[src/hdl/sti_pkg.sv]
package sti_pkg;

  // coordinate and datapath widths
  localparam int COORD_W = 24;
  localparam int N_W = COORD_W + 1;       // difference of two coordinates
  localparam int K_W = COORD_W + 2;       // low chunk of a wide operand
  localparam int X_W = K_W + 1;           // multiplier x operand
  localparam int P_W = X_W + N_W;         // product
  localparam int W_W = 2 * COORD_W + 3;   // cross product component
  localparam int A_W = 3 * COORD_W + 6;   // accumulator

  typedef enum logic {
    CMD_LOAD = 1'b0,
    CMD_TEST = 1'b1
  } cmd_t;

  typedef enum logic [2:0] {
    RSN_HIT      = 3'd0,
    RSN_BOX      = 3'd1,
    RSN_PARALLEL = 3'd2,
    RSN_BEYOND   = 3'd3,
    RSN_OUTSIDE  = 3'd4
  } reason_t;

  localparam logic [1:0] SLOT_NONE = 2'd3;

  typedef struct packed {
    logic                       command;
    logic [1:0]                 slot;
    logic signed [COORD_W-1:0]  a_x;
    logic signed [COORD_W-1:0]  a_y;
    logic signed [COORD_W-1:0]  a_z;
    logic signed [COORD_W-1:0]  b_x;
    logic signed [COORD_W-1:0]  b_y;
    logic signed [COORD_W-1:0]  b_z;
  } in_t;

  typedef struct packed {
    logic       hit;
    logic [2:0] reason;
  } out_t;

  // top level control
  typedef enum logic [2:0] {
    ST_IDLE,
    ST_BOX,
    ST_RUN,
    ST_DRAIN,
    ST_DECIDE,
    ST_FINISH
  } state_t;

  // sequencer phases
  typedef enum logic [2:0] {
    PH_NORM,
    PH_DEN,
    PH_NUM,
    PH_CROSS,
    PH_DOT
  } phase_t;

  // difference vectors
  typedef enum logic [2:0] {
    VS_E1,   // v1 - v0
    VS_E2,   // v2 - v0
    VS_AMB,  // a - b
    VS_AMV,  // a - v0
    VS_D,    // b - a
    VS_P0,   // v0 - a
    VS_P1,   // v1 - a
    VS_P2    // v2 - a
  } vsel_t;

  typedef enum logic [2:0] {
    DST_N,
    DST_C,
    DST_DEN,
    DST_NUM,
    DST_TRI
  } dest_t;

  typedef struct packed {
    logic       valid;
    logic       xwide;   // x comes from a stored wide vector
    logic       from_c;  // wide source: 0 normal, 1 edge cross
    logic       hi;      // high chunk of a wide x
    vsel_t      xsel;
    logic [1:0] xax;
    vsel_t      ysel;
    logic [1:0] yax;
    logic       neg;
    logic       first;
    logic       last;
    dest_t      dest;
    logic [1:0] comp;
  } uop_t;

  typedef struct packed {
    logic       valid;
    logic       shift;
    logic       neg;
    logic       first;
    logic       last;
    dest_t      dest;
    logic [1:0] comp;
  } mac_ctl_t;

  typedef struct packed {
    logic                   valid;
    dest_t                  dest;
    logic [1:0]             comp;
    logic signed [A_W-1:0]  sum;
  } mac_res_t;

  function automatic logic signed [N_W-1:0] vdiff(
    input vsel_t                     sel,
    input logic signed [COORD_W-1:0] v0,
    input logic signed [COORD_W-1:0] v1,
    input logic signed [COORD_W-1:0] v2,
    input logic signed [COORD_W-1:0] a,
    input logic signed [COORD_W-1:0] b
  );
    logic signed [COORD_W-1:0] m;
    logic signed [COORD_W-1:0] s;
    m = v1;
    s = v0;
    case (sel)
      VS_E1: begin m = v1; s = v0; end
      VS_E2: begin m = v2; s = v0; end
      VS_AMB: begin m = a; s = b; end
      VS_AMV: begin m = a; s = v0; end
      VS_D: begin m = b; s = a; end
      VS_P0: begin m = v0; s = a; end
      VS_P1: begin m = v1; s = a; end
      VS_P2: begin m = v2; s = a; end
      default: begin m = v1; s = v0; end
    endcase
    return $signed({m[COORD_W-1], m}) - $signed({s[COORD_W-1], s});
  endfunction

endpackage

[src/hdl/segment_triangle_intersect.sv]
// segment against triangle test with exact integer arithmetic. a load
// transaction (command 0) writes one vertex into slot 0 to 2 and gives no
// result; slot 3 is ignored. a test transaction (command 1) gives one result:
// hit and a reason (0 hit, 1 box reject, 2 parallel, 3 beyond segment,
// 4 outside triangle). a load leaves in_ready high. a test that the bounding box
// rejects goes from ST_BOX to ST_FINISH and the output register; any other test
// runs ST_RUN, ST_DRAIN and ST_DECIDE on one shared 27x25 multiplier feeding a
// 78-bit accumulator that works through the 54 products (normal, two plane dot
// products and three triple products, wide operands in two chunks) one a cycle.
// in_ready is low while a test runs; a finished result waits in the output
// register while the next transaction is taken.
module segment_triangle_intersect
  import sti_pkg::*;
(
  input  logic clk,
  input  logic rst_n,
  input  logic in_valid,
  output logic in_ready,
  input  in_t  in_data,
  output logic out_valid,
  input  logic out_ready,
  output out_t out_data
);

  state_t state_r, state_nxt;

  // stored triangle, [vertex][axis]
  logic signed [COORD_W-1:0] vtx_r [3][3];
  // segment endpoints of the running test
  logic signed [COORD_W-1:0] a_r [3];
  logic signed [COORD_W-1:0] b_r [3];

  // intermediate results written back by the accumulator
  logic signed [W_W-1:0] n_r [3];
  logic signed [W_W-1:0] c_r [3];
  logic signed [A_W-1:0] den_r;
  logic signed [A_W-1:0] num_r;
  logic [2:0] tri_neg_r;
  logic [2:0] tri_pos_r;

  logic [1:0] drain_r, drain_nxt;
  reason_t    rsn_r, rsn_nxt;
  logic       out_valid_r, out_valid_nxt;
  out_t       out_r;

  logic     in_acc;
  logic     box_rej;
  logic     seq_start;
  logic     seq_done;
  uop_t     uop;
  mac_ctl_t ctl_r;
  mac_res_t res;

  logic signed [X_W-1:0] op_x_r, op_x_nxt;
  logic signed [N_W-1:0] op_y_r, op_y_nxt;
  logic signed [W_W-1:0] wsrc;
  logic signed [N_W-1:0] xn;

  logic signed [A_W:0] nd_diff;
  logic den_zero, den_neg, num_neg, num_pos, diff_neg, diff_pos;
  logic beyond, outside;

  assign in_acc   = in_valid && in_ready;
  assign in_ready = (state_r == ST_IDLE);
  assign out_valid = out_valid_r;
  assign out_data  = out_r;

  // vertex store and endpoint capture
  always_ff @(posedge clk) begin
    if (!rst_n) begin
      for (int k = 0; k < 3; k++) begin
        for (int j = 0; j < 3; j++) begin
          vtx_r[k][j] <= '0;
        end
      end
    end else if (in_acc && in_data.command == CMD_LOAD && in_data.slot != SLOT_NONE) begin
      vtx_r[in_data.slot][0] <= in_data.a_x;
      vtx_r[in_data.slot][1] <= in_data.a_y;
      vtx_r[in_data.slot][2] <= in_data.a_z;
    end
  end

  always_ff @(posedge clk) begin
    if (in_acc) begin
      a_r[0] <= in_data.a_x;
      a_r[1] <= in_data.a_y;
      a_r[2] <= in_data.a_z;
      b_r[0] <= in_data.b_x;
      b_r[1] <= in_data.b_y;
      b_r[2] <= in_data.b_z;
    end
  end

  // bounding box reject: both endpoints strictly below min or above max
  always_comb begin
    logic signed [COORD_W-1:0] lo;
    logic signed [COORD_W-1:0] hi;
    box_rej = 1'b0;
    for (int ax = 0; ax < 3; ax++) begin
      lo = vtx_r[0][ax];
      hi = vtx_r[0][ax];
      for (int k = 1; k < 3; k++) begin
        if (vtx_r[k][ax] < lo) lo = vtx_r[k][ax];
        if (vtx_r[k][ax] > hi) hi = vtx_r[k][ax];
      end
      if ((a_r[ax] < lo && b_r[ax] < lo) || (a_r[ax] > hi && b_r[ax] > hi)) begin
        box_rej = 1'b1;
      end
    end
  end

  sti_seq u_seq (
    .clk   (clk),
    .rst_n (rst_n),
    .start (seq_start),
    .uop   (uop),
    .done  (seq_done)
  );

  // operand fetch: difference vectors or a chunk of a stored wide vector
  always_comb begin
    wsrc = uop.from_c ? c_r[uop.xax] : n_r[uop.xax];
    xn = vdiff(uop.xsel, vtx_r[0][uop.xax], vtx_r[1][uop.xax], vtx_r[2][uop.xax],
               a_r[uop.xax], b_r[uop.xax]);
    if (!uop.xwide) begin
      op_x_nxt = {{(X_W-N_W){xn[N_W-1]}}, xn};
    end else if (uop.hi) begin
      op_x_nxt = {{(X_W-(W_W-K_W)){wsrc[W_W-1]}}, wsrc[W_W-1:K_W]};
    end else begin
      op_x_nxt = {1'b0, wsrc[K_W-1:0]};
    end
    op_y_nxt = vdiff(uop.ysel, vtx_r[0][uop.yax], vtx_r[1][uop.yax], vtx_r[2][uop.yax],
                     a_r[uop.yax], b_r[uop.yax]);
  end

  always_ff @(posedge clk) begin
    if (!rst_n) begin
      ctl_r <= '0;
    end else begin
      ctl_r.valid <= uop.valid;
      ctl_r.shift <= uop.xwide && uop.hi;
      ctl_r.neg   <= uop.neg;
      ctl_r.first <= uop.first;
      ctl_r.last  <= uop.last;
      ctl_r.dest  <= uop.dest;
      ctl_r.comp  <= uop.comp;
    end
  end

  always_ff @(posedge clk) begin
    op_x_r <= op_x_nxt;
    op_y_r <= op_y_nxt;
  end

  sti_mac u_mac (
    .clk   (clk),
    .rst_n (rst_n),
    .ctl   (ctl_r),
    .op_x  (op_x_r),
    .op_y  (op_y_r),
    .res   (res)
  );

  // write back finished sums
  always_ff @(posedge clk) begin
    if (res.valid) begin
      case (res.dest)
        DST_N: n_r[res.comp] <= res.sum[W_W-1:0];
        DST_C: c_r[res.comp] <= res.sum[W_W-1:0];
        DST_DEN: den_r <= res.sum;
        DST_NUM: num_r <= res.sum;
        DST_TRI: begin
          tri_neg_r[res.comp] <= res.sum[A_W-1];
          tri_pos_r[res.comp] <= !res.sum[A_W-1] && (res.sum != '0);
        end
        default: ;
      endcase
    end
  end

  // final classification from den, num and the triple product signs
  always_comb begin
    nd_diff  = {num_r[A_W-1], num_r} - {den_r[A_W-1], den_r};
    den_zero = (den_r == '0);
    den_neg  = den_r[A_W-1];
    num_neg  = num_r[A_W-1];
    num_pos  = !num_r[A_W-1] && (num_r != '0);
    diff_neg = nd_diff[A_W];
    diff_pos = !nd_diff[A_W] && (nd_diff != '0);
    // with a negative den the comparisons flip instead of negating both
    beyond  = den_neg ? (num_pos || diff_neg) : (num_neg || diff_pos);
    outside = (tri_pos_r[0] && tri_neg_r[1]) || (tri_neg_r[0] && tri_pos_r[1]) ||
              (tri_pos_r[0] && tri_neg_r[2]) || (tri_neg_r[0] && tri_pos_r[2]);
  end

  always_ff @(posedge clk) begin
    if (!rst_n) begin
      state_r     <= ST_IDLE;
      drain_r     <= '0;
      rsn_r       <= RSN_HIT;
      out_valid_r <= 1'b0;
    end else begin
      state_r     <= state_nxt;
      drain_r     <= drain_nxt;
      rsn_r       <= rsn_nxt;
      out_valid_r <= out_valid_nxt;
    end
  end

  always_ff @(posedge clk) begin
    if (state_r == ST_FINISH && (!out_valid_r || out_ready)) begin
      out_r.hit    <= (rsn_r == RSN_HIT);
      out_r.reason <= rsn_r;
    end
  end

  always_comb begin
    state_nxt     = state_r;
    drain_nxt     = drain_r;
    rsn_nxt       = rsn_r;
    out_valid_nxt = out_valid_r && !out_ready;
    seq_start     = 1'b0;
    case (state_r)
      ST_IDLE: begin
        if (in_acc && in_data.command == CMD_TEST) begin
          state_nxt = ST_BOX;
        end
      end
      ST_BOX: begin
        if (box_rej) begin
          rsn_nxt   = RSN_BOX;
          state_nxt = ST_FINISH;
        end else begin
          seq_start = 1'b1;
          state_nxt = ST_RUN;
        end
      end
      ST_RUN: begin
        if (seq_done) begin
          drain_nxt = 2'd2;
          state_nxt = ST_DRAIN;
        end
      end
      ST_DRAIN: begin
        // last product still in the multiplier and accumulator
        drain_nxt = drain_r - 2'd1;
        if (drain_r == 2'd1) begin
          state_nxt = ST_DECIDE;
        end
      end
      ST_DECIDE: begin
        if (den_zero) begin
          rsn_nxt = RSN_PARALLEL;
        end else if (beyond) begin
          rsn_nxt = RSN_BEYOND;
        end else if (outside) begin
          rsn_nxt = RSN_OUTSIDE;
        end else begin
          rsn_nxt = RSN_HIT;
        end
        state_nxt = ST_FINISH;
      end
      ST_FINISH: begin
        if (!out_valid_r || out_ready) begin
          out_valid_nxt = 1'b1;
          state_nxt     = ST_IDLE;
        end
      end
      default: state_nxt = ST_IDLE;
    endcase
  end

endmodule

[src/hdl/sti_seq.sv]
module sti_seq
  import sti_pkg::*;
(
  input  logic clk,
  input  logic rst_n,
  input  logic start,
  output uop_t uop,
  output logic done
);

  logic       run_r, run_nxt;
  phase_t     phase_r, phase_nxt;
  logic [2:0] step_r, step_nxt;
  logic [1:0] tri_r, tri_nxt;

  logic [1:0] comp;
  logic       odd;
  logic [1:0] ax1, ax2;
  vsel_t      psel, qsel;

  always_ff @(posedge clk) begin
    if (!rst_n) begin
      run_r   <= 1'b0;
      phase_r <= PH_NORM;
      step_r  <= '0;
      tri_r   <= '0;
    end else begin
      run_r   <= run_nxt;
      phase_r <= phase_nxt;
      step_r  <= step_nxt;
      tri_r   <= tri_nxt;
    end
  end

  always_comb begin
    comp = step_r[2:1];
    odd  = step_r[0];
    ax1  = (comp == 2'd2) ? 2'd0 : comp + 2'd1;
    ax2  = (comp == 2'd0) ? 2'd2 : comp - 2'd1;
    case (tri_r)
      2'd0: begin psel = VS_P1; qsel = VS_P0; end
      2'd1: begin psel = VS_P0; qsel = VS_P2; end
      default: begin psel = VS_P2; qsel = VS_P1; end
    endcase

    uop = '0;
    uop.valid = run_r;
    uop.comp  = comp;
    case (phase_r)
      PH_NORM, PH_CROSS: begin
        // r[c] = p[c+1] q[c+2] - p[c+2] q[c+1]
        uop.xsel  = (phase_r == PH_NORM) ? VS_E1 : psel;
        uop.ysel  = (phase_r == PH_NORM) ? VS_E2 : qsel;
        uop.xax   = odd ? ax2 : ax1;
        uop.yax   = odd ? ax1 : ax2;
        uop.neg   = odd;
        uop.first = !odd;
        uop.last  = odd;
        uop.dest  = (phase_r == PH_NORM) ? DST_N : DST_C;
      end
      PH_DEN, PH_NUM, PH_DOT: begin
        uop.xwide  = 1'b1;
        uop.from_c = (phase_r == PH_DOT);
        uop.hi     = odd;
        uop.xax    = comp;
        uop.yax    = comp;
        uop.first  = (step_r == 3'd0);
        uop.last   = (step_r == 3'd5);
        case (phase_r)
          PH_DEN: begin uop.ysel = VS_AMB; uop.dest = DST_DEN; end
          PH_NUM: begin uop.ysel = VS_AMV; uop.dest = DST_NUM; end
          default: begin
            uop.ysel = VS_D;
            uop.dest = DST_TRI;
            uop.comp = tri_r;
          end
        endcase
      end
      default: uop.valid = 1'b0;
    endcase

    run_nxt   = run_r;
    phase_nxt = phase_r;
    step_nxt  = step_r;
    tri_nxt   = tri_r;
    done      = 1'b0;
    if (!run_r) begin
      if (start) begin
        run_nxt   = 1'b1;
        phase_nxt = PH_NORM;
        step_nxt  = '0;
        tri_nxt   = '0;
      end
    end else if (step_r != 3'd5) begin
      step_nxt = step_r + 3'd1;
    end else begin
      step_nxt = '0;
      case (phase_r)
        PH_NORM: phase_nxt = PH_DEN;
        PH_DEN: phase_nxt = PH_NUM;
        PH_NUM: phase_nxt = PH_CROSS;
        PH_CROSS: phase_nxt = PH_DOT;
        PH_DOT: begin
          if (tri_r == 2'd2) begin
            run_nxt = 1'b0;
            done    = 1'b1;
          end else begin
            tri_nxt   = tri_r + 2'd1;
            phase_nxt = PH_CROSS;
          end
        end
        default: run_nxt = 1'b0;
      endcase
    end
  end

endmodule

[src/hdl/sti_mac.sv]
module sti_mac
  import sti_pkg::*;
(
  input  logic                  clk,
  input  logic                  rst_n,
  input  mac_ctl_t              ctl,
  input  logic signed [X_W-1:0] op_x,
  input  logic signed [N_W-1:0] op_y,
  output mac_res_t              res
);

  mac_ctl_t              ctl_r;
  logic signed [P_W-1:0] prod_r;
  logic signed [A_W-1:0] acc_r;
  logic signed [A_W-1:0] term;
  logic signed [A_W-1:0] base;
  logic signed [A_W-1:0] sum;

  always_ff @(posedge clk) begin
    if (!rst_n) begin
      ctl_r <= '0;
    end else begin
      ctl_r <= ctl;
    end
  end

  always_ff @(posedge clk) begin
    prod_r <= op_x * op_y;
    if (ctl_r.valid) begin
      acc_r <= sum;
    end
  end

  always_comb begin
    term = {{(A_W-P_W){prod_r[P_W-1]}}, prod_r};
    if (ctl_r.shift) begin
      term = term <<< K_W;
    end
    base = ctl_r.first ? '0 : acc_r;
    sum  = ctl_r.neg ? base - term : base + term;
    res.valid = ctl_r.valid && ctl_r.last;
    res.dest  = ctl_r.dest;
    res.comp  = ctl_r.comp;
    res.sum   = sum;
  end

endmodule

[config.mk]
export PLATFORM = sky130hd
export DESIGN_NAME = segment_triangle_intersect
export DESIGN_NICKNAME = d
export VERILOG_FILES = /design/src/hdl/sti_pkg.sv /design/src/hdl/segment_triangle_intersect.sv /design/src/hdl/sti_seq.sv /design/src/hdl/sti_mac.sv
export SDC_FILE = /design/constraint.sdc
export NUM_CORES = 2
export LEC_CHECK = 0
export BUFFER_PORTS_ARGS = -buffer_cell sky130_fd_sc_hd__buf_4
export CAP_MARGIN = 10
export CORE_ASPECT_RATIO = 1.75
export CORE_MARGIN = 2
export CORE_UTILIZATION = 40
export DETAILED_ROUTE_END_ITERATION = 8
export PLACE_DENSITY = 0.54
export SKIP_CTS_REPAIR_TIMING = 1
export SYNTH_ARGS = -nofsm -noshare
export SYNTH_HDL_FRONTEND = slang
export SYNTH_HIERARCHICAL = 1
export SYNTH_SLANG_ARGS = --single-unit
[constraint.sdc]
create_clock -name clk -period 10.6 [get_ports clk]
set_input_delay 3.18 -clock clk [delete_from_list [all_inputs] [get_ports clk]]
set_output_delay 3.18 -clock clk [all_outputs]
set_load 0.03 [all_outputs]
# == Yosys cells after proc, flatten, opt, wreduce, memory -nomap -nowiden ==
# Memories as Yosys holds them, arrays and structs flattened.
# Cells that the tools add are included.
# totals
reg_bits,386
mem_bits_rw,666
in_bits,151
mem_count,5
# mem_list
name,depth,width,read_ports,rd_ports_with_merged_regs,write_ports,line_no,source
vtx_r,3,72,3,0,3,segment_triangle_intersect.sv:28,logic signed [COORD_W-1:0] vtx_r [3][3];
c_r,3,51,1,0,1,segment_triangle_intersect.sv:35,logic signed [W_W-1:0] c_r [3];
n_r,3,51,1,0,1,segment_triangle_intersect.sv:34,logic signed [W_W-1:0] n_r [3];
a_r,3,24,5,0,3,segment_triangle_intersect.sv:30,logic signed [COORD_W-1:0] a_r [3];
b_r,3,24,5,0,3,segment_triangle_intersect.sv:31,logic signed [COORD_W-1:0] b_r [3];
# classes
n_addsub,10
n_mul,1
order_cmp,28
eq_ne,44
mux,117
n_bitwise,3
n_reduce_logical,79
# ops
cell,count
$mux W24,24
$bmux W24 S2,6
$gt A24 B24 Y1,12
$lt A24 B24 Y1,12
$pmux W24 S5,2
$mux W78,2
$reduce_bool A78 Y1,2
$pmux W24 S3,2
$reduce_bool A79 Y1,1
$sub A78 B78 Y79,1
$add A78 B78 Y78,1
$logic_not A78 Y1,1
$sub A78 B78 Y78,1
$mux W77,1
$mux W72,1
$reduce_or A72 Y1,1
$mux W3,19
$mux W27,2
$mul A27 B25 Y52,1
$mux W51,1
$sub A24 B24 Y25,2
$eq A3 B3 Y1 const B,13
$mux W1,31
$eq A3 B2 Y1 const B,10
other kinds (37),133

# == Logic depth before layout (Yosys ltp) ==
# An unclocked memory read counts as a cell.
# depth
word_depth,15
ltp_mapped,52
depth_no_buf,49

# == Hierarchy ==
# Netlist, hierarchy kept.
# by_module_without_submodules
module,n_inst,cells_each,area_each_um2,seq_area_each_um2
segment_triangle_intersect,1,5886,60555.6,26405.3
sti_mac,1,3947,35673.0,3583.4
sti_seq,1,99,815.8,180.2

# == Worst setup path before layout ==
# OpenSTA, ideal clock, no wires.
# synth_path
path_type,reg-to-reg
from,register u_mac/ctl_r[9] in the netlist's numbering
to,"memory c_r[0][0] in the netlist's numbering, enable pin"
setup_ns,0.604
arrival_time_ns,7.993
t_required_ns,9.996
slack_ns,2.002
path_stages_with_launch,5
synth_period_minus_slack_ns,8.598
path_cell_list,dfxtp_1 > and2_1 > nor2b_1 > nand2b_1 > nor4b_1
# synth_rtl
item,line_no,source
start: declaration,sti_mac.sv:12,mac_ctl_t ctl_r;
start signal: assignment,sti_mac.sv:23,ctl_r <= ctl;
end: declaration,segment_triangle_intersect.sv:35,

==> flow_metrics.py <==
metrics = {
    "synth": {
        "syn_avg_cell_area_um2": 9.77,
        "synth_edf_count": 910,
        "yosysUniqueCellTypes": 121,
        "ys_seq_area_share_pct": 31.1,
        "synthCells": 9932,
        "syn_nets": 11600,
        "synth.cell_area_mm2": 0.0970,
        "ys_async_sr_fraction_pct": 0,
        "yosysWarnings": 6,
        "synth-seq-cells": 1052,
        "ys.flop_type": "edfxtp_1",
    },
    "layout": {
        "drive_gt1_share_pct": 8.27,
        "fin_nets": 11700,
        "area_growth_pct": 9.60,
    },
    "sta": {
        "finalHoldViolCount": 0,
        "slew_headroom_pct": -2.04,
        "report.final.slew_viol_count": 1,
        "tns_ns": 0,
        "setup_viol": 0,
        "tightest_slew_ns": 1.53,
        "grt_setup_unrepaired": "no",
        "timing.final.crit_share_pct": 93.5,
        "period_minus_slack_ns": 9.91,
        "skew_ns": 0.0587,
        "max_freq_mhz": 101,
    },
    "global_route": {
        "antenna_found_initial": 28,
        "grt_max_degree": 87,
        "use_met1_pct": 31.5,
        "gr-usage-met2_pct": 60.9,
        "grt_pass1_vias": 81000,
        "grt_pass1_wl_mm": 584,
        "grt.overflow.total": 0,
        "grt_usage_pct": 33.3,
        "met3_usage_pct": 4.00,
        "top_usage_layer": "met2",
    },
    "critical_path": {
        "critPathMaxFanout": 28,
        "worst-r2r-cell-count": 38,
        "cp-start-kind": "register",
        "worst-endpoint-arrival_ns": 10.56,
        "r2r_setup_slack_ns": 0.69,
        "path_class": "register to register",
        "path_common_cell": "buf_4",
        "reg2reg_to": "u_seq/phase_r[1]",
        "reg2reg_from": "vtx_r[0][25]",
        "end_kind": "register",
        "critPathRequiredTime_ns": 11.24,
        "cpPeakStageDelay_ns": 0.57,
        "cp_slowest_cell": "inv_1",
    },
    "route": {
        "drtPass1Iterations": 6,
        "vias": 78600,
        "drtIter0Drc": 6021,
        "wirelength_mm": 417,
        "drtAntennaViolNets": 0,
        "drcViolationCount": 0,
        "wire_per_inst_um": 31.5,
        "vias_per_cell": 5.94,
    },
    "clock_tree": {
        "cts_sinks": 1052,
        "clkTransAtPathRegs_ns": 0.06,
        "cts_root_buf": "clkbuf_16",
        "clk_path_buf_depth": 3,
        "numCtsBuffers": 107,
        "clk_latency_ns": 0.79,
        "htreeDepth": 3,
        "cts_tree": "yes",
    },
    "floorplanning": {
        "die-area_mm2": 0.247,
        "std_cell_rows": 239,
        "die_x_um": 376,
        "die_h_um": 656,
        "initial_core_util_pct": 40.2,
        "core_mm2": 0.242,
        "ios": 157,
    },
    "status": {
        "violations": "slew limit",
        "run_status": "finished, violations left",
    },
    "min_path": {
        "worstHoldEndpoint": "u_mac/ctl_r[8]",
        "hold_path.class": "register to register",
        "holdPathStages": 1,
        "hp-start": "ctl_r[8]",
    },
    "placed_design": {
        "gp_congestion": 1.04,
        "portBuffers": 156,
        "dp.final_hpwl_mm": 336,
    },
    "run": {
        "cap_violations": 0,
    },
}
-- layout make-up --
class,count,area [um^2]
fill,23400,135000
antenna,20,50.0
multi-input combinational,7411,61700
timing repair buffer,434,3320
sequential,1052,30200
clock buffer,124,2770
clock inverter,75,763
inverter,971,3650
tap,3133,3920
-- per-layer routing --
layer | part of all wire (%) | up-vias
met3 | 4.4 | 1262
met5 | 0.0077 | -
li1 | - | 35100
met2 | 52 | 3021
met1 | 31 | 39200
met4 | 12 | 6
-- cell families after synthesis --
| group | synth area share, % |
|---|---|
| XOR/XNOR | 2.56 |
| AO/OA/AOI/OAI | 14.8 |
| multiplexers | 5.42 |
| buffers and inverters | 5.76 |
| AND/OR/NAND/NOR | 15.0 |
| adder cells (fa/ha/maj) | 25.4 |
| flip-flops | 31.1 |
-- sequential cells by signal (all words and copies together), names as in the netlist, 2 cells and up --
register and cells:
u_seq/phase_r 3, op_y_r 25, out_data 4, tri_neg_r 3, op_x_r 27, tri_pos_r 3
den_r 78, c_r 153, vtx_r 216, u_seq/tri_r 2, b_r 72, u_mac/acc_r 78
u_mac/res 5, rsn_r 3, u_mac/ctl_r 5, drain_r 2, u_mac/prod_r 52, a_r 72
num_r 78, n_r 153, state_r 3, u_seq/step_r 3, ctl_r 10
-- cells in the final DEF, fill, tap and decap left out, types with 54 or more instances in the layout --
master,Yosys,final
xnor2_1,159,153
dfxtp_1,142,123
a22oi_1,54,54
edfxtp_1,910,910
nand3_1,95,95
and2_1,588,587
o22ai_1,110,108
o21a_1,60,60
nor2b_1,203,197
nor3_1,95,91
nor4_1,94,93
fa_1,708,708
a21oi_1,767,766
a21o_1,240,240
nand2_1,797,797
ha_1,839,839
buf_4,8,427
a211oi_1,81,81
nor2_1,545,537
mux2i_1,389,389
mux4_2,56,56
nand2b_1,98,94
o21ai_0,472,466
xor2_1,123,119
inv_1,970,968
clkbuf_16,0,108
nand4_1,163,163
-- cells in the mapped netlist, types with 110 or more instances --
library cell  count  area [um^2]
dfxtp_1         142         2840
a21o_1          240         1800
inv_1           970         3640
nand4_1         163         1020
edfxtp_1        910        27300
nand2_1         797         2990
ha_1            839        10500
nor2_1          545         2050
xor2_1          123         1080
xnor2_1         159         1390
o22ai_1         110          688
a21oi_1         767         3840
clkbuf_1        412         1550
and2_1          588         3680
fa_1            708        14200
o21ai_0         472         2360
mux2i_1         389         3890
nor2b_1         203         1270
-- how the worst max path moves through the flow --
stage                    from                to  slack, ns  depth (start not counted)
5_1_grt          vtx_r[0][25]  u_seq/phase_r[1]       0.03                         38
3_5_place_dp     vtx_r[0][25]    u_seq/tri_r[1]       0.88                         44
2_1_floorplan  u_mac/ctl_r[9]         c_r[0][0]       2.00                          4
6_report         vtx_r[0][25]  u_seq/phase_r[1]       0.69                         38
4_1_cts          vtx_r[0][25]    u_seq/tri_r[1]       0.78                         44
3_3_place_gp     vtx_r[0][59]  u_seq/phase_r[1]       0.62                         36
-- worst max-delay path: cells and delay by family (launching register included) --
| kind | cells | cell delay (ns) |
|---|---|---|
| AOI/OAI and AO/OA | 16 | 3.55 |
| muxes | 1 | 0.43 |
| and+or+nand+nor | 13 | 2.57 |
| buffers and inverters | 5 | 1.72 |
| DFF | 1 | 0.39 |
| adders and majority gates | 3 | 1.10 |
-- metrics by stage --
step	instances	cell area, um^2	setup slack, ns	hold WS [ns]	utilization [%]
after floorplan	9932	97000	2.00	0.406	-
after global placement	13000	103000	0.619	0.414	42.5
after detailed placement	13000	103000	0.880	0.419	42.5
after CTS	13200	106000	0.777	0.433	44.0
after global routing	13200	106000	0.0287	0.443	44.0
final	13200	106000	0.686	0.432	44.0
Power is not shown: default switching activity piles up to over one toggle a cycle in this logic, so the estimate is an artifact.
